**src/hdl/sbf_pkg.sv**
```systemverilog
`default_nettype none
package sbf_pkg;

  // Frame geometry
  localparam int BLOCK_BYTES = 32;
  localparam int HIGH_BYTES  = (BLOCK_BYTES + 6) / 7;
  localparam int HB_W        = HIGH_BYTES * 7;
  localparam int HDR_BYTES   = 5;
  localparam int FILL_W      = $clog2(BLOCK_BYTES + 1);
  localparam int CNT_W       = $clog2(BLOCK_BYTES + HIGH_BYTES);
  localparam int SEQ_W       = 7;
  localparam int DEV_W       = 7;

  // Sysex framing bytes
  localparam logic [7:0] SYX_START = 8'hF0;
  localparam logic [7:0] SYX_MFR0  = 8'h00;
  localparam logic [7:0] SYX_MFR1  = 8'h7F;
  localparam logic [7:0] SYX_EOX   = 8'hF7;
  localparam logic [7:0] SYX_ZERO  = 8'h00;
  localparam logic [6:0] PAD_LOW   = 7'h7F;

  // Sequence number range
  localparam logic [SEQ_W-1:0] SEQ_FIRST = 7'd1;
  localparam logic [SEQ_W-1:0] SEQ_LAST  = 7'd127;
  localparam logic [SEQ_W-1:0] SEQ_TERM  = 7'd0;

  // Input function codes
  localparam logic [1:0] FUNC_DATA  = 2'd0;
  localparam logic [1:0] FUNC_CLOSE = 2'd1;
  localparam logic [1:0] FUNC_END   = 2'd2;

  // Command queue between front and back
  localparam int Q_DEPTH = 2;
  localparam int Q_PTR_W = $clog2(Q_DEPTH);
  localparam int Q_CNT_W = $clog2(Q_DEPTH + 1);

  typedef enum logic [1:0] {
    CMD_DATA,
    CMD_CLOSE,
    CMD_END
  } cmd_e;

  typedef struct packed {
    cmd_e       kind;
    logic [7:0] data;
  } cmd_t;

endpackage
`default_nettype wire

```
**src/hdl/sbf_in_if.sv**
```systemverilog
`default_nettype none
interface sbf_in_if;
  logic       valid;
  logic       ready;
  logic [1:0] func;
  logic [7:0] data_byte;

  modport source (output valid, output func, output data_byte, input ready);
  modport sink (input valid, input func, input data_byte, output ready);
endinterface
`default_nettype wire

```
**src/hdl/sbf_out_if.sv**
```systemverilog
`default_nettype none
interface sbf_out_if;
  logic       valid;
  logic       ready;
  logic [7:0] out_byte;
  logic       last;

  modport source (output valid, output out_byte, output last, input ready);
  modport sink (input valid, input out_byte, input last, output ready);
endinterface
`default_nettype wire

```
**src/hdl/sbf_cfg_if.sv**
```systemverilog
`default_nettype none
interface sbf_cfg_if;
  logic                     valid;
  logic                     ready;
  logic [sbf_pkg::DEV_W-1:0] device_id;

  modport source (output valid, output device_id, input ready);
  modport sink (input valid, input device_id, output ready);
endinterface
`default_nettype wire

```
**src/hdl/sbf_front.sv**
```systemverilog
`default_nettype none
module sbf_front (
  input  wire logic           clk_i,
  input  wire logic           rst_ni,
  sbf_in_if.sink              in_i,
  input  wire logic           pop_i,
  output sbf_pkg::cmd_t       head_o,
  output logic                head_valid_o
);

  sbf_pkg::cmd_t                   mem_q [sbf_pkg::Q_DEPTH];
  logic [sbf_pkg::Q_PTR_W-1:0]     wr_ptr_q, rd_ptr_q;
  logic [sbf_pkg::Q_CNT_W-1:0]     cnt_q;
  logic                            push;
  sbf_pkg::cmd_t                   cmd;

  // Classify the incoming word; unused function codes are dropped here
  always_comb begin
    cmd.data = in_i.data_byte;
    cmd.kind = sbf_pkg::CMD_DATA;
    push     = 1'b0;
    case (in_i.func)
      sbf_pkg::FUNC_DATA: begin
        cmd.kind = sbf_pkg::CMD_DATA;
        push     = 1'b1;
      end
      sbf_pkg::FUNC_CLOSE: begin
        cmd.kind = sbf_pkg::CMD_CLOSE;
        push     = 1'b1;
      end
      sbf_pkg::FUNC_END: begin
        cmd.kind = sbf_pkg::CMD_END;
        push     = 1'b1;
      end
      default: push = 1'b0;
    endcase
    push = push && in_i.valid && in_i.ready;
  end

  assign in_i.ready   = (cnt_q != sbf_pkg::Q_CNT_W'(sbf_pkg::Q_DEPTH));
  assign head_valid_o = (cnt_q != '0);
  assign head_o       = mem_q[rd_ptr_q];

  // Store commands
  always_ff @(posedge clk_i) begin
    if (push) begin
      mem_q[wr_ptr_q] <= cmd;
    end
  end

  // Advance pointers and fill count
  always_ff @(posedge clk_i or negedge rst_ni) begin
    if (!rst_ni) begin
      wr_ptr_q <= '0;
      rd_ptr_q <= '0;
      cnt_q    <= '0;
    end else begin
      if (push) begin
        wr_ptr_q <= wr_ptr_q + 1'b1;
      end
      if (pop_i) begin
        rd_ptr_q <= rd_ptr_q + 1'b1;
      end
      if (push && !pop_i) begin
        cnt_q <= cnt_q + 1'b1;
      end else if (pop_i && !push) begin
        cnt_q <= cnt_q - 1'b1;
      end
    end
  end

endmodule
`default_nettype wire

```
**src/hdl/sbf_back.sv**
```systemverilog
`default_nettype none
module sbf_back (
  input  wire logic                      clk_i,
  input  wire logic                      rst_ni,
  input  wire sbf_pkg::cmd_t             head_i,
  input  wire logic                      head_valid_i,
  input  wire logic [sbf_pkg::DEV_W-1:0] dev_id_i,
  output logic                           pop_o,
  sbf_out_if.source                      out_o
);

  localparam logic [2:0] P_IDLE = 3'd0;
  localparam logic [2:0] P_HDR  = 3'd1;
  localparam logic [2:0] P_DATA = 3'd2;
  localparam logic [2:0] P_PAD  = 3'd3;
  localparam logic [2:0] P_HIGH = 3'd4;
  localparam logic [2:0] P_ZERO = 3'd5;
  localparam logic [2:0] P_CSUM = 3'd6;
  localparam logic [2:0] P_EOX  = 3'd7;

  localparam logic [sbf_pkg::CNT_W-1:0] HDR_LAST  =
    sbf_pkg::CNT_W'(sbf_pkg::HDR_BYTES - 1);
  localparam logic [sbf_pkg::CNT_W-1:0] HIGH_LAST =
    sbf_pkg::CNT_W'(sbf_pkg::HIGH_BYTES - 1);
  localparam logic [sbf_pkg::CNT_W-1:0] ZERO_LAST =
    sbf_pkg::CNT_W'(sbf_pkg::BLOCK_BYTES + sbf_pkg::HIGH_BYTES - 1);
  localparam logic [sbf_pkg::FILL_W-1:0] FILL_LAST =
    sbf_pkg::FILL_W'(sbf_pkg::BLOCK_BYTES - 1);

  logic [2:0]                    phase_q, phase_d, ph;
  logic [sbf_pkg::CNT_W-1:0]     cnt_q, cnt_d;
  logic                          end_q, end_d, eff_end;
  logic [sbf_pkg::FILL_W-1:0]    fill_q, fill_d;
  logic [sbf_pkg::SEQ_W-1:0]     seq_q, seq_d;
  logic [6:0]                    csum_q, csum_d;
  logic [sbf_pkg::HB_W-1:0]      hb_q, hb_d;
  logic                          ovld_q, ovld_d, olast_q, olast_d;
  logic [7:0]                    obyte_q, obyte_d;
  logic                          adv, emit, last_v;
  logic [7:0]                    byte_v;
  logic [sbf_pkg::SEQ_W-1:0]     hdr_seq;

  assign out_o.valid    = ovld_q;
  assign out_o.out_byte = obyte_q;
  assign out_o.last     = olast_q;

  always_comb begin
    adv     = !ovld_q || out_o.ready;
    phase_d = phase_q;
    cnt_d   = cnt_q;
    end_d   = end_q;
    fill_d  = fill_q;
    seq_d   = seq_q;
    csum_d  = csum_q;
    hb_d    = hb_q;
    ovld_d  = ovld_q && !out_o.ready;
    obyte_d = obyte_q;
    olast_d = olast_q;
    pop_o   = 1'b0;
    emit    = 1'b0;
    last_v  = 1'b0;
    byte_v  = sbf_pkg::SYX_ZERO;
    ph      = phase_q;
    eff_end = end_q;

    // Pick the first step of a new command from the queue head
    if (phase_q == P_IDLE) begin
      eff_end = 1'b0;
      ph      = P_IDLE;
      if (head_valid_i) begin
        case (head_i.kind)
          sbf_pkg::CMD_DATA:  ph = (fill_q == '0) ? P_HDR : P_DATA;
          sbf_pkg::CMD_CLOSE: begin
            if (fill_q == '0) begin
              pop_o = 1'b1;   // nothing open: drop silently
            end else begin
              ph = P_PAD;
            end
          end
          sbf_pkg::CMD_END: begin
            ph      = P_HDR;
            eff_end = 1'b1;
          end
          default: pop_o = 1'b1;
        endcase
      end
    end

    hdr_seq = eff_end ? sbf_pkg::SEQ_TERM : seq_q;

    // Produce one stream byte per step
    if (adv) begin
      case (ph)
        P_HDR: begin
          emit  = 1'b1;
          end_d = eff_end;
          case (cnt_q)
            sbf_pkg::CNT_W'(0): byte_v = sbf_pkg::SYX_START;
            sbf_pkg::CNT_W'(1): byte_v = sbf_pkg::SYX_MFR0;
            sbf_pkg::CNT_W'(2): byte_v = sbf_pkg::SYX_MFR1;
            sbf_pkg::CNT_W'(3): byte_v = {1'b0, dev_id_i};
            default:            byte_v = {1'b0, hdr_seq};
          endcase
          if (cnt_q == HDR_LAST) begin
            csum_d  = hdr_seq;
            hb_d    = '0;
            fill_d  = '0;
            cnt_d   = '0;
            phase_d = eff_end ? P_ZERO : P_DATA;
          end else begin
            cnt_d   = cnt_q + 1'b1;
            phase_d = P_HDR;
          end
        end
        P_DATA, P_PAD: begin
          emit = 1'b1;
          hb_d = hb_q >> 1;
          if (ph == P_DATA) begin
            byte_v                        = {1'b0, head_i.data[6:0]};
            hb_d[sbf_pkg::BLOCK_BYTES-1]  = head_i.data[7];
          end else begin
            byte_v                        = {1'b0, sbf_pkg::PAD_LOW};
            hb_d[sbf_pkg::BLOCK_BYTES-1]  = 1'b1;
          end
          csum_d = csum_q ^ byte_v[6:0];
          fill_d = fill_q + 1'b1;
          if (fill_q == FILL_LAST) begin
            cnt_d   = '0;
            phase_d = P_HIGH;
          end else if (ph == P_DATA) begin
            last_v  = 1'b1;
            pop_o   = 1'b1;
            phase_d = P_IDLE;
          end else begin
            phase_d = P_PAD;
          end
        end
        P_HIGH: begin
          emit   = 1'b1;
          byte_v = {1'b0, hb_q[6:0]};
          csum_d = csum_q ^ hb_q[6:0];
          hb_d   = hb_q >> 7;
          if (cnt_q == HIGH_LAST) begin
            cnt_d   = '0;
            phase_d = P_CSUM;
          end else begin
            cnt_d = cnt_q + 1'b1;
          end
        end
        P_ZERO: begin
          emit   = 1'b1;
          byte_v = sbf_pkg::SYX_ZERO;
          if (cnt_q == ZERO_LAST) begin
            cnt_d   = '0;
            phase_d = P_CSUM;
          end else begin
            cnt_d = cnt_q + 1'b1;
          end
        end
        P_CSUM: begin
          emit    = 1'b1;
          byte_v  = {1'b0, csum_q};
          phase_d = P_EOX;
        end
        P_EOX: begin
          emit    = 1'b1;
          byte_v  = sbf_pkg::SYX_EOX;
          last_v  = 1'b1;
          pop_o   = 1'b1;
          phase_d = P_IDLE;
          fill_d  = '0;
          csum_d  = '0;
          hb_d    = '0;
          end_d   = 1'b0;
          if (end_q || seq_q == sbf_pkg::SEQ_LAST) begin
            seq_d = sbf_pkg::SEQ_FIRST;
          end else begin
            seq_d = seq_q + 1'b1;
          end
        end
        default: emit = 1'b0;
      endcase
    end

    // Load the output register
    if (emit) begin
      ovld_d  = 1'b1;
      obyte_d = byte_v;
      olast_d = last_v;
    end
  end

  // Hold frame state and the output byte
  always_ff @(posedge clk_i or negedge rst_ni) begin
    if (!rst_ni) begin
      phase_q <= P_IDLE;
      cnt_q   <= '0;
      end_q   <= 1'b0;
      fill_q  <= '0;
      seq_q   <= sbf_pkg::SEQ_FIRST;
      csum_q  <= '0;
      hb_q    <= '0;
      ovld_q  <= 1'b0;
    end else begin
      phase_q <= phase_d;
      cnt_q   <= cnt_d;
      end_q   <= end_d;
      fill_q  <= fill_d;
      seq_q   <= seq_d;
      csum_q  <= csum_d;
      hb_q    <= hb_d;
      ovld_q  <= ovld_d;
    end
  end

  always_ff @(posedge clk_i) begin
    obyte_q <= obyte_d;
    olast_q <= olast_d;
  end

endmodule
`default_nettype wire

```
**src/hdl/sysex_block_framer_7bit_top.sv**
```systemverilog
// Channel   Dir  Payload                 Handshake
// in_i      in   func[1:0], data_byte[7:0] valid/ready
// out_o     out  out_byte[7:0], last     valid/ready
// cfg_i     in   device_id[6:0]          valid/ready (always ready)
//
// The output register sends one byte per cycle unless out_o.ready stalls it:
// a word in an open block is one byte; a block's first word adds the header;
// a filling word adds high bytes, checksum and EOX; END sends a zero frame.
// A two-entry command queue lets the input side keep taking words while the
// framer stalls on out_o.ready. Reset is immediate: no clearing pass.
`default_nettype none
module sysex_block_framer_7bit_top (
  input  wire logic clk_i,
  input  wire logic rst_ni,
  sbf_in_if.sink    in_i,
  sbf_out_if.source out_o,
  sbf_cfg_if.sink   cfg_i
);

  logic [sbf_pkg::DEV_W-1:0] dev_q;
  sbf_pkg::cmd_t             head;
  logic                      head_valid;
  logic                      pop;

  // Capture the device id
  assign cfg_i.ready = 1'b1;

  always_ff @(posedge clk_i or negedge rst_ni) begin
    if (!rst_ni) begin
      dev_q <= '0;
    end else if (cfg_i.valid) begin
      dev_q <= cfg_i.device_id;
    end
  end

  sbf_front u_front (
    .clk_i        (clk_i),
    .rst_ni       (rst_ni),
    .in_i         (in_i),
    .pop_i        (pop),
    .head_o       (head),
    .head_valid_o (head_valid)
  );

  sbf_back u_back (
    .clk_i        (clk_i),
    .rst_ni       (rst_ni),
    .head_i       (head),
    .head_valid_i (head_valid),
    .dev_id_i     (dev_q),
    .pop_o        (pop),
    .out_o        (out_o)
  );

endmodule
`default_nettype wire
```
**src/flat_wrapper.sv**
```systemverilog
// flat-port wrapper written by rule: the top's interface ports become plain ports
module sysex_block_framer_7bit_top_flat 
  (clk_i, rst_ni, in_i_valid, in_i_func, in_i_data_byte, in_i_ready, out_o_valid, out_o_out_byte, out_o_last, out_o_ready, cfg_i_valid, cfg_i_device_id, cfg_i_ready);
  sbf_in_if in_i_i ();
  sbf_out_if out_o_i ();
  sbf_cfg_if cfg_i_i ();
  input  wire logic clk_i;
  input  wire logic rst_ni;
  input wire logic [$bits(in_i_i.valid)-1:0] in_i_valid;
  input wire logic [$bits(in_i_i.func)-1:0] in_i_func;
  input wire logic [$bits(in_i_i.data_byte)-1:0] in_i_data_byte;
  output wire logic [$bits(in_i_i.ready)-1:0] in_i_ready;
  output wire logic [$bits(out_o_i.valid)-1:0] out_o_valid;
  output wire logic [$bits(out_o_i.out_byte)-1:0] out_o_out_byte;
  output wire logic [$bits(out_o_i.last)-1:0] out_o_last;
  input wire logic [$bits(out_o_i.ready)-1:0] out_o_ready;
  input wire logic [$bits(cfg_i_i.valid)-1:0] cfg_i_valid;
  input wire logic [$bits(cfg_i_i.device_id)-1:0] cfg_i_device_id;
  output wire logic [$bits(cfg_i_i.ready)-1:0] cfg_i_ready;
  assign in_i_i.valid = in_i_valid;
  assign in_i_i.func = in_i_func;
  assign in_i_i.data_byte = in_i_data_byte;
  assign in_i_ready = in_i_i.ready;
  assign out_o_valid = out_o_i.valid;
  assign out_o_out_byte = out_o_i.out_byte;
  assign out_o_last = out_o_i.last;
  assign out_o_i.ready = out_o_ready;
  assign cfg_i_i.valid = cfg_i_valid;
  assign cfg_i_i.device_id = cfg_i_device_id;
  assign cfg_i_ready = cfg_i_i.ready;
  sysex_block_framer_7bit_top u_core (.clk_i(clk_i), .rst_ni(rst_ni), .in_i(in_i_i), .out_o(out_o_i), .cfg_i(cfg_i_i));
endmodule
```
**config.mk**
```make
export PLATFORM = sky130hd
export DESIGN_NAME = sysex_block_framer_7bit_top_flat
export DESIGN_NICKNAME = d
export VERILOG_FILES = /design/src/hdl/sbf_pkg.sv /design/src/hdl/sbf_in_if.sv /design/src/hdl/sbf_out_if.sv /design/src/hdl/sbf_cfg_if.sv /design/src/hdl/sbf_front.sv /design/src/hdl/sbf_back.sv /design/src/hdl/sysex_block_framer_7bit_top.sv /design/src/flat_wrapper.sv
export SDC_FILE = /design/constraint.sdc
export NUM_CORES = 1
export LEC_CHECK = 0
export BUFFER_PORTS_ARGS = -buffer_cell sky130_fd_sc_hd__buf_2
export CORE_ASPECT_RATIO = 0.75
export CORE_MARGIN = 2
export CORE_UTILIZATION = 30
export DETAILED_ROUTE_END_ITERATION = 12
export PLACE_DENSITY = 0.48
export SYNTH_ARGS = -nofsm -noshare
export SYNTH_HDL_FRONTEND = slang
export SYNTH_SLANG_ARGS = --single-unit
```
**constraint.sdc**
```tcl
create_clock -name clk_i -period 6.75 [get_ports clk_i]
set_clock_uncertainty 0.1 [all_clocks]
set_input_delay 1.0125 -clock clk_i [delete_from_list [all_inputs] [get_ports clk_i]]
set_output_delay 1.0125 -clock clk_i [all_outputs]
set_load 0.005 [all_outputs]
```
==> results of run 1 <==
==> how the worst max path moves through the flow <==
stage | start | endpoint | slack, ps | cells after the start
final | u_core.u_front.rd_ptr_q | u_core.u_back.hb_q[20] | 2900 | 6
after global routing | u_core.u_front.rd_ptr_q | u_core.u_back.hb_q[8] | 2530 | 6
after CTS | u_core.u_front.rd_ptr_q | u_core.u_back.hb_q[7] | 2890 | 6
after detailed placement | u_core.u_front.rd_ptr_q | u_core.u_back.hb_q[7] | 2920 | 6
after global placement | u_core.u_front.rd_ptr_q | u_core.u_back.hb_q[20] | 3070 | 6
after floorplan | u_core.u_front.rd_ptr_q | u_core.u_back.phase_q[0] | 4120 | 7
==> report_power, final <==
part           switching [W]  internal [W]
sequential          0.000158      0.000797
clock               0.000248      0.000353
combinational       0.000732      0.000487
==> logic make-up (layout without fill, tap and decap cells) <==
kind of cell / Yosys count / in the layout / share of synthesized area [%]
AO/OA/AOI/OAI: 166 / 166 / 21.3
AND/OR/NAND/NOR: 130 / 130 / 11.4
flip-flops: 103 / 103 / 46.9
buffers and inverters: 63 / 80 / 5.84
multiplexers: 61 / 61 / 11.4
XOR/XNOR: 9 / 9 / 1.36
adder cells (fa/ha/maj): 8 / 8 / 1.73
other: 1 / 1 / 0.0646
==> layer usage <==
layer / wire length [um] / up-vias / global-route usage, %
met5: 0 / - / 0
met3: 1040 / 12 / 3.43
met2: 5620 / 164 / 18.2
li1: - / 2055 / -
met4: 187 / 0 / 4.40
met1: 7540 / 2148 / 24.2
==> placed cells by master, fill, tap and decap left out, types with 10 or more instances in the layout <==
cell / instances
a21oi_1: 25
and3_1: 11
nand3_1: 17
edfxtp_1: 29
mux2_2: 37
dfrtp_1: 73
o21ai_0: 17
inv_1: 25
clkbuf_16: 10
mux2i_1: 23
a22o_1: 27
o22ai_1: 10
nor2_1: 37
nand2_1: 26
nor3_1: 10
buf_2: 31
==> worst max-delay path, delay by kind of cell (launching register included) <==
kind / cells / cell delay, ps
compound gates: 3 / 1620
buf+inv: 1 / 410
flops: 1 / 760
mux: 2 / 830
==> registers in the layout, indices dropped and copies added (netlist names) <==
signal and count:
u_core.u_front.rd_ptr_q 1, u_core.u_back.csum_q 7, u_core.u_back.fill_q 6, u_core.u_front.wr_ptr_q 1, u_core.u_front.cnt_q 2, u_core.u_back.hb_q 32, u_core.u_back.cnt_q 6, u_core.u_front.mem_q 20
u_core.u_back.out_o.valid 1, u_core.u_back.end_q 1, u_core.dev_q 7, u_core.u_back.out_o.out_byte 8, u_core.u_back.phase_q 3, u_core.u_back.seq_q 7, u_core.u_back.out_o.last 1
==> metrics by stage <==
step | worst slack, ps | power, W | utilization (%) | instances | hold WS, ps
after floorplan | 4120 | 0.00189 | - | 541 | 360
after global placement | 3070 | 0.00217 | 31.8 | 795 | 377
after detailed placement | 2920 | 0.00218 | 31.8 | 795 | 387
after CTS | 2890 | 0.00279 | 33.6 | 811 | 401
after global routing | 2530 | 0.00298 | 33.6 | 811 | 433
final | 2900 | 0.00277 | 33.6 | 811 | 399
==> cell type report <==
class,instances,area [sq um]
Fill cell,1962,12700
Multi-Input combinational cell,375,2740
Sequential cell,103,2720
Tap cell,253,317
Clock buffer,10,250
Timing Repair Buffer,39,215
Clock inverter,6,97.6
Inverter,25,93.8
==> impl_metrics.tcl, run 1 <==
set metrics [dict create \
    status "completed" \
    io_pins 34 \
    drcViolationCount 0 \
    cts_buffers 9 \
    synth_seq_cells 103 \
    timing.rr.start "u_core.u_front.rd_ptr_q" \
    path_common_cell "mux2_2" \
    finalSetupViolCount 0 \
    clk_latency_ps 360 \
    synthCells 541 \
    yosys-top-cells-area "dfrtp_1 31%, edfxtp_1 15%, mux2_2 7.2%" \
    synth.distinct_cells 70 \
    worst_slew_pin_slew_ps 1010 \
    min_to "u_core.u_front.wr_ptr_q" \
    synth_top_area_share_pct 31.5 \
    cts.hold.buffers_added 0 \
    drt-total-wl_mm 14.4 \
    crit_required_ps 6890 \
    cts.sinks 103 \
    cts_root_buffer "clkbuf_16" \
    hold_start "u_core.u_front.wr_ptr_q" \
    gp_congestion 0.857 \
    core-area_sq_um 19200 \
    postLayoutCellArea_sq_um 6440 \
    reg2regPathDepth 6 \
    wl_per_cell_um 17.7 \
    dp_hpwl_mm 10.0 \
    r2r_setup_slack_ps 2900 \
    leakage_nw 2.71 \
    antenna_found_initial 0 \
    track_usage_pct 14.7 \
    antenna_left 0 \
    cts_tree "yes" \
    post-cts-setup-buffers 0 \
    grt_overflow 0 \
    rr_endpoint "u_core.u_back.hb_q[20]" \
    rsz0062_at_grt "no" \
    fp.dieH_um 124 \
    crit_fanout 22 \
    die-area_sq_um 20500 \
    synthesis.nets 571 \
    tns_ps 0 \
    cts_htree_levels 3 \
    grt_pass1_wl_mm 23.2 \
    viasPerCell 5.40 \
    cts.reportedPaths.clkPinSlew_ps 70 \
    cp-start-kind "flop" \
    maxCapViolCount 0 \
    synth.most_common_cell "dfrtp_1" \
    initial_core_util_pct 30.3 \
    syn_to_final_growth_pct 10.9 \
    power_density_nw_per_um2 431 \
    cp_data_arrival_time_ps 3990 \
    cpPeakStageDelay_ps 760 \
    yosysSeqAreaShare_pct 46.9 \
    worstPathCellList "mux2_2, a32oi_1, o21ai_1, o21ai_4, buf_4, mux2_2" \
    min_period_over_period_pct 57.0 \
    grt_max_degree 75 \
    synthTopCellsByCount "73 x dfrtp_1, 37 x mux2_2, 37 x nor2_1" \
    placed_cell_area_sq_um 6090 \
    num_antenna_cells 0 \
    rows 44 \
    cts_resized 0 \
    die_x_um 165 \
    final-max-slew-violation-count 0 \
    hold-path-cell-count 1 \
    vias 4379 \
    clk_path_buf_depth 2 \
    netlist_area_sq_um 5800 \
    finalHoldViolCount 0 \
    crit_path_end_kind "flop" \
    yosys.area.top_type "dfrtp_1" \
    nNetsFinal 583 \
    peakVddDrop_v 0.000168 \
    synthFlopType "dfrtp_1" \
    first_pass_iters 5 \
    min_path_type "flop to flop" \
    drtIter0Drc 455 \
    async_flop_share_pct 71.8 \
    grt_pass1_vias 4066 \
    ys_warn_count 0 \
    max-slew-margin-rel_pct 32.7 \
    synth_enable_flop_cells 29 \
    syn_area_per_cell_sq_um 10.7 \
    portBuffers 32 \
    drive_gt1_share_pct 20.6 \
    max_freq_ghz 0.260 \
    path_class "flop to flop" \
    critPathSlowestCell "dfrtp_1" \
    final.min_clock_period_ps 3850 \
]
No activity file was read; power rests on OpenSTA's default activity.
==> run 2, diff against run 1 <==
--- a/config.mk
+++ b/config.mk
@@ -10,7 +10,7 @@
 export CORE_MARGIN = 2
 export CORE_UTILIZATION = 30
 export DETAILED_ROUTE_END_ITERATION = 12
-export PLACE_DENSITY = 0.48
+export PLACE_DENSITY = 0.5
 export SYNTH_ARGS = -nofsm -noshare
 export SYNTH_HDL_FRONTEND = slang
 export SYNTH_SLANG_ARGS = --single-unit
==> constraint.sdc (replaced) <==
create_clock -name clk_i -period 3.2 [get_ports clk_i]
set_clock_uncertainty 0.1 [all_clocks]
set_input_delay 0.48 -clock clk_i [delete_from_list [all_inputs] [get_ports clk_i]]
set_output_delay 0.48 -clock clk_i [all_outputs]
set_load 0.005 [all_outputs]
==> run 2 against run 1 <==
  * Critical path depth rose by 3
  * First-iteration DRC count decreased by 9.7%
  * Final area is 1.2% higher
  * Highest routed layer unchanged
  * Core utilization is 0.40 points higher
  * Largest cell class unchanged
  * Sequential cell count stayed put
==> impl_metrics.tcl, run 2 (synthesis results as in run 1) <==
set metrics [dict create \
    tns_ps 0 \
    crit_required_ps 3340 \
    finalHoldViolCount 0 \
    vias 4347 \
    path_class "flop to flop" \
    finalSetupViolCount 0 \
    max-slew-margin-rel_pct 33.1 \
    leakage_nw 2.76 \
    die-area_sq_um 20500 \
    rsz0062_at_grt "no" \
    initial_core_util_pct 30.3 \
    cts.hold.buffers_added 0 \
    min_path_type "primary input to asynchronous set/reset pin" \
    syn_to_final_growth_pct 12.2 \
    gp_congestion 0.859 \
    grt_overflow 0 \
    grt_max_degree 75 \
    max_freq_ghz 0.330 \
    grt_pass1_wl_mm 23.6 \
    grt_pass1_vias 4230 \
    final-max-slew-violation-count 0 \
    num_antenna_cells 0 \
    clk_latency_ps 360 \
    largest_register_ffs 32 \
    io_pins 34 \
    final_common_cell "dfrtp_1" \
    cts.reportedPaths.clkPinSlew_ps 80 \
    core-area_sq_um 19200 \
    top_register "u_core.u_back.hb_q" \
    final_cells 822 \
    placed_cell_area_sq_um 6180 \
    power_density_nw_per_um2 910 \
    cts_buffers 9 \
    cp-start-kind "flop" \
    portBuffers 32 \
    maxCapViolCount 0 \
    dp_hpwl_mm 10.0 \
    drive_gt1_share_pct 22.5 \
    drcViolationCount 0 \
    nNetsFinal 594 \
    track_usage_pct 14.8 \
    worst_slew_pin_slew_ps 1000 \
    cts_root_buffer "clkbuf_16" \
    cts_htree_levels 3 \
    status "completed" \
    antenna_found_initial 0 \
    antenna_left 0 \
    cts.sinks 103 \
    wl_per_cell_um 17.5 \
    fp.dieH_um 124 \
    reg2regPathDepth 9 \
    die_x_um 165 \
    fill_cells 1950 \
    min_period_over_period_pct 94.8 \
    crit_fanout 39 \
    rr_endpoint "u_core.u_back.hb_q[24]" \
    p_total_w 0.00593 \
    r2r_setup_slack_ps 170 \
    crit_path_end_kind "flop" \
    postLayoutCellArea_sq_um 6510 \
    clk_path_buf_depth 2 \
    rows 44 \
    peakVddDrop_v 0.000277 \
    final.min_clock_period_ps 3030 \
    drt-total-wl_mm 14.4 \
    final_cell_mix "73 x dfrtp_1, 37 x mux2_2, 37 x nor2_1" \
    first_pass_iters 5 \
    drtIter0Drc 411 \
    dp_cells 806 \
    cts_tree "yes" \
    timing.rr.start "u_core.u_back.fill_q[0]" \
    cp_data_arrival_time_ps 3180 \
    viasPerCell 5.29 \
]
## run 2: power by group
part,switching (W),internal [W]
Sequential,0.000280,0.00168
Clock,0.000563,0.000634
Combinational,0.00164,0.00113
Total,0.00248,0.00344
## run 2: how the worst max path moves through the flow
stage | slack, ps | to | startpoint
floorplan | 570 | u_core.u_back.phase_q[0] | u_core.u_front.rd_ptr_q
global placement | 340 | u_core.u_back.hb_q[14] | u_core.u_front.rd_ptr_q
detailed placement | 290 | u_core.u_back.hb_q[23] | u_core.u_back.fill_q[0]
CTS | 250 | u_core.u_back.hb_q[23] | u_core.u_back.fill_q[0]
global route | 10 | u_core.u_back.hb_q[20] | u_core.u_back.fill_q[0]
finish | 170 | u_core.u_back.hb_q[24] | u_core.u_back.fill_q[0]
## run 2: what timing repair did
item                                    4_1_cts  5_1_grt
endpoints found under the hold margin         0        0
resized for setup                             0        2
endpoints found under the setup margin        0        2
buffers inserted                              0        0
## run 2: layer usage
layer / part of all wire (%) / wire length (um) / up-vias / global-route usage (%)
met5: 0 / 0 / - / 0
met4: 1.5 / 214 / 0 / 4.65
met3: 6.7 / 962 / 15 / 3.56
met2: 39 / 5690 / 134 / 19.1
met1: 52 / 7550 / 2119 / 23.7
li1: - / - / 2079 / -
## run 2: worst max-delay path, cell delays in order, from the launching register on
cell and delay [ps]:
dfrtp_1 410, inv_1 70, ha_1 140, nor4b_4 290
a21oi_2 190, a32oi_1 590, o21ai_1 270, o21ai_4 210
buf_12 250, mux2_2 370
## run 2: cell type report
type / count / area, sq um / area share, %
inverters: 25 / 93.8 / 1.44
repair buffers: 50 / 310 / 4.76
clock buffers: 9 / 225 / 3.46
multi-input cells: 375 / 2750 / 42.2
flip-flops and latches: 103 / 2720 / 41.8
clock inverters: 7 / 95.1 / 1.46
well taps: 253 / 317 / 4.86
## run 2: metrics by stage
| step | utilization, % | setup slack, ps | hold slack, ps |
|---|---|---|---|
| after floorplan | - | 573 | 84.4 |
| after global placement | 32.3 | 344 | 374 |
| after detailed placement | 32.3 | 286 | 388 |
| after CTS | 33.9 | 246 | 195 |
| after global routing | 34.0 | 13.6 | 192 |
| final | 34.0 | 167 | 189 |
==> run 3, diff against run 2 <==
--- a/config.mk
+++ b/config.mk
@@ -11,6 +11,7 @@
 export CORE_UTILIZATION = 30
 export DETAILED_ROUTE_END_ITERATION = 12
 export PLACE_DENSITY = 0.5
+export SETUP_SLACK_MARGIN = 0.2
 export SYNTH_ARGS = -nofsm -noshare
 export SYNTH_HDL_FRONTEND = slang
 export SYNTH_SLANG_ARGS = --single-unit
==> run 3 against run 2 <==
  * Power rose by 0.10%
  * Register-to-register slack improved by 220 ps
  * Global-route usage did not move
  * Critical endpoint is now u_core.u_front.cnt_q[1]
  * Highest routed layer unchanged
  * Sequential cell count did not move
  * Combinational power barely moved
  * Non-clock buffer count did not move
==> impl_metrics.tcl, run 3 (synthesis results as in run 1) <==
set metrics [dict create \
    largest_register_ffs 32 \
    grt_max_degree 75 \
    clk_path_buf_depth 2 \
    multi_input_area_sq_um 2760 \
    crit_required_ps 3390 \
    final-max-slew-violation-count 0 \
    track_usage_pct 14.8 \
    rows 44 \
    rsz0062_at_grt "yes" \
    drtIter0Drc 378 \
    drive_gt1_share_pct 22.7 \
    cts_tree "yes" \
    crit_path_end_kind "flop" \
    maxCapViolCount 0 \
    fp.dieH_um 124 \
    grt_use_met3_pct 3.56 \
    leakage_nw 2.76 \
    min_path_type "primary input to asynchronous set/reset pin" \
    drcViolationCount 0 \
    worst_slew_pin_slew_ps 993 \
    final_cells 822 \
    use_met1_pct 23.7 \
    final_cell_mix "73 x dfrtp_1, 37 x mux2_2, 37 x nor2_1" \
    cp_top_family "compound AO/OA/AOI/OAI gates" \
    cts.hold.buffers_added 0 \
    timing.rr.start "u_core.u_back.fill_q[0]" \
    cp-startpoint "u_core.u_back.fill_q[0]" \
    r2r_setup_slack_ps 380 \
    grt_busiest_layer "met1" \
    antenna_left 0 \
    gp_congestion 0.859 \
    final.min_clock_period_ps 2820 \
    cts_buffers 9 \
    finalHoldViolCount 0 \
    fill_cells 1949 \
    p_total_w 0.00593 \
    antenna_found_initial 0 \
    finalSetupViolCount 0 \
    nNetsFinal 594 \
    worstPathCellList "inv_1, ha_1, nor4b_4, a21o_2, mux2i_2, o31ai_1, a32oi_1, ha_1, nor2_1, xor2_1" \
    cts_htree_levels 3 \
    cp.depth 10 \
    die_x_um 165 \
    critPathSlowestCell "dfrtp_1" \
    status "completed" \
    tns_ps 0 \
    peakVddDrop_v 0.000278 \
    io_pins 34 \
    initial_core_util_pct 30.3 \
    core-area_sq_um 19200 \
    cpPeakStageDelay_ps 410 \
    whs_ps 185 \
    max-slew-margin-rel_pct 33.8 \
    cts_root_buffer "clkbuf_16" \
    final_common_cell "dfrtp_1" \
    crit_fanout 6 \
    wl_per_cell_um 17.5 \
    grt_overflow 0 \
    reg2regPathDepth 10 \
    regArea_sq_um 2720 \
    max_freq_ghz 0.355 \
    critPathBufInv 1 \
    syn_to_final_growth_pct 12.4 \
    portBuffers 32 \
    viasPerCell 5.30 \
    use_met2_pct 19.1 \
    top_register "u_core.u_back.hb_q" \
    cp-start-kind "flop" \
    final_util_pct 34.0 \
    first_pass_iters 5 \
    path_common_cell "ha_1" \
    vias 4360 \
    num_antenna_cells 0 \
    cts.sinks 103 \
    grt_pass1_wl_mm 23.6 \
    min_period_over_period_pct 88.0 \
    path_class "flop to flop" \
    dp_cells 806 \
    cts_resized 0 \
    grt_pass1_vias 4230 \
    die-area_sq_um 20500 \
    drt-total-wl_mm 14.4 \
    post-cts-setup-buffers 0 \
    cp_data_arrival_time_ps 3010 \
    power_density_nw_per_um2 910 \
    dp_hpwl_mm 10.0 \
    clk_latency_ps 360 \
    cts.reportedPaths.clkPinSlew_ps 80 \
]
run 3: power breakdown:
| group | leakage, nW | internal, W | switching [W] | total, W |
|---|---|---|---|---|
| sequential | 1.24 | 0.00168 | 0.000280 | 0.00196 |
| combinational | 1.36 | 0.00113 | 0.00164 | 0.00278 |
| clock | 0.158 | 0.000634 | 0.000561 | 0.00120 |
| total | 2.76 | 0.00345 | 0.00248 | 0.00593 |
run 3: final timing paths:
kind                                               to
max                           u_core.u_front.cnt_q[1]
min                            u_core.u_back.hb_q[14]
max reg2reg                   u_core.u_front.cnt_q[1]
min reg2reg                   u_core.u_front.wr_ptr_q
max in group asynchronous         u_core.u_back.end_q
min in group clk_i         u_core.u_front.mem_q[1][0]
run 3: final cells by class:
cell class,instances,area share [%]
Multi-Input combinational cell,375,42.3
Sequential cell,103,41.8
Tap cell,253,4.86
Timing Repair Buffer,50,4.76
Clock buffer,9,3.45
Clock inverter,7,1.46
Inverter,25,1.44
run 3: per-layer routing:
layer	vias to the layer above	wire [um]
met1	2130	7630
met3	19	868
met4	0	248
met5	-	0
met2	132	5670
li1	2079	-
run 3: metrics by stage:
stage          cell area [sq um]  setup slack, ps
2_1_floorplan               5800              573
3_3_place_gp                6180              344
3_5_place_dp                6180              286
4_1_cts                     6500              246
5_1_grt                     6520              145
6_report                    6520              384
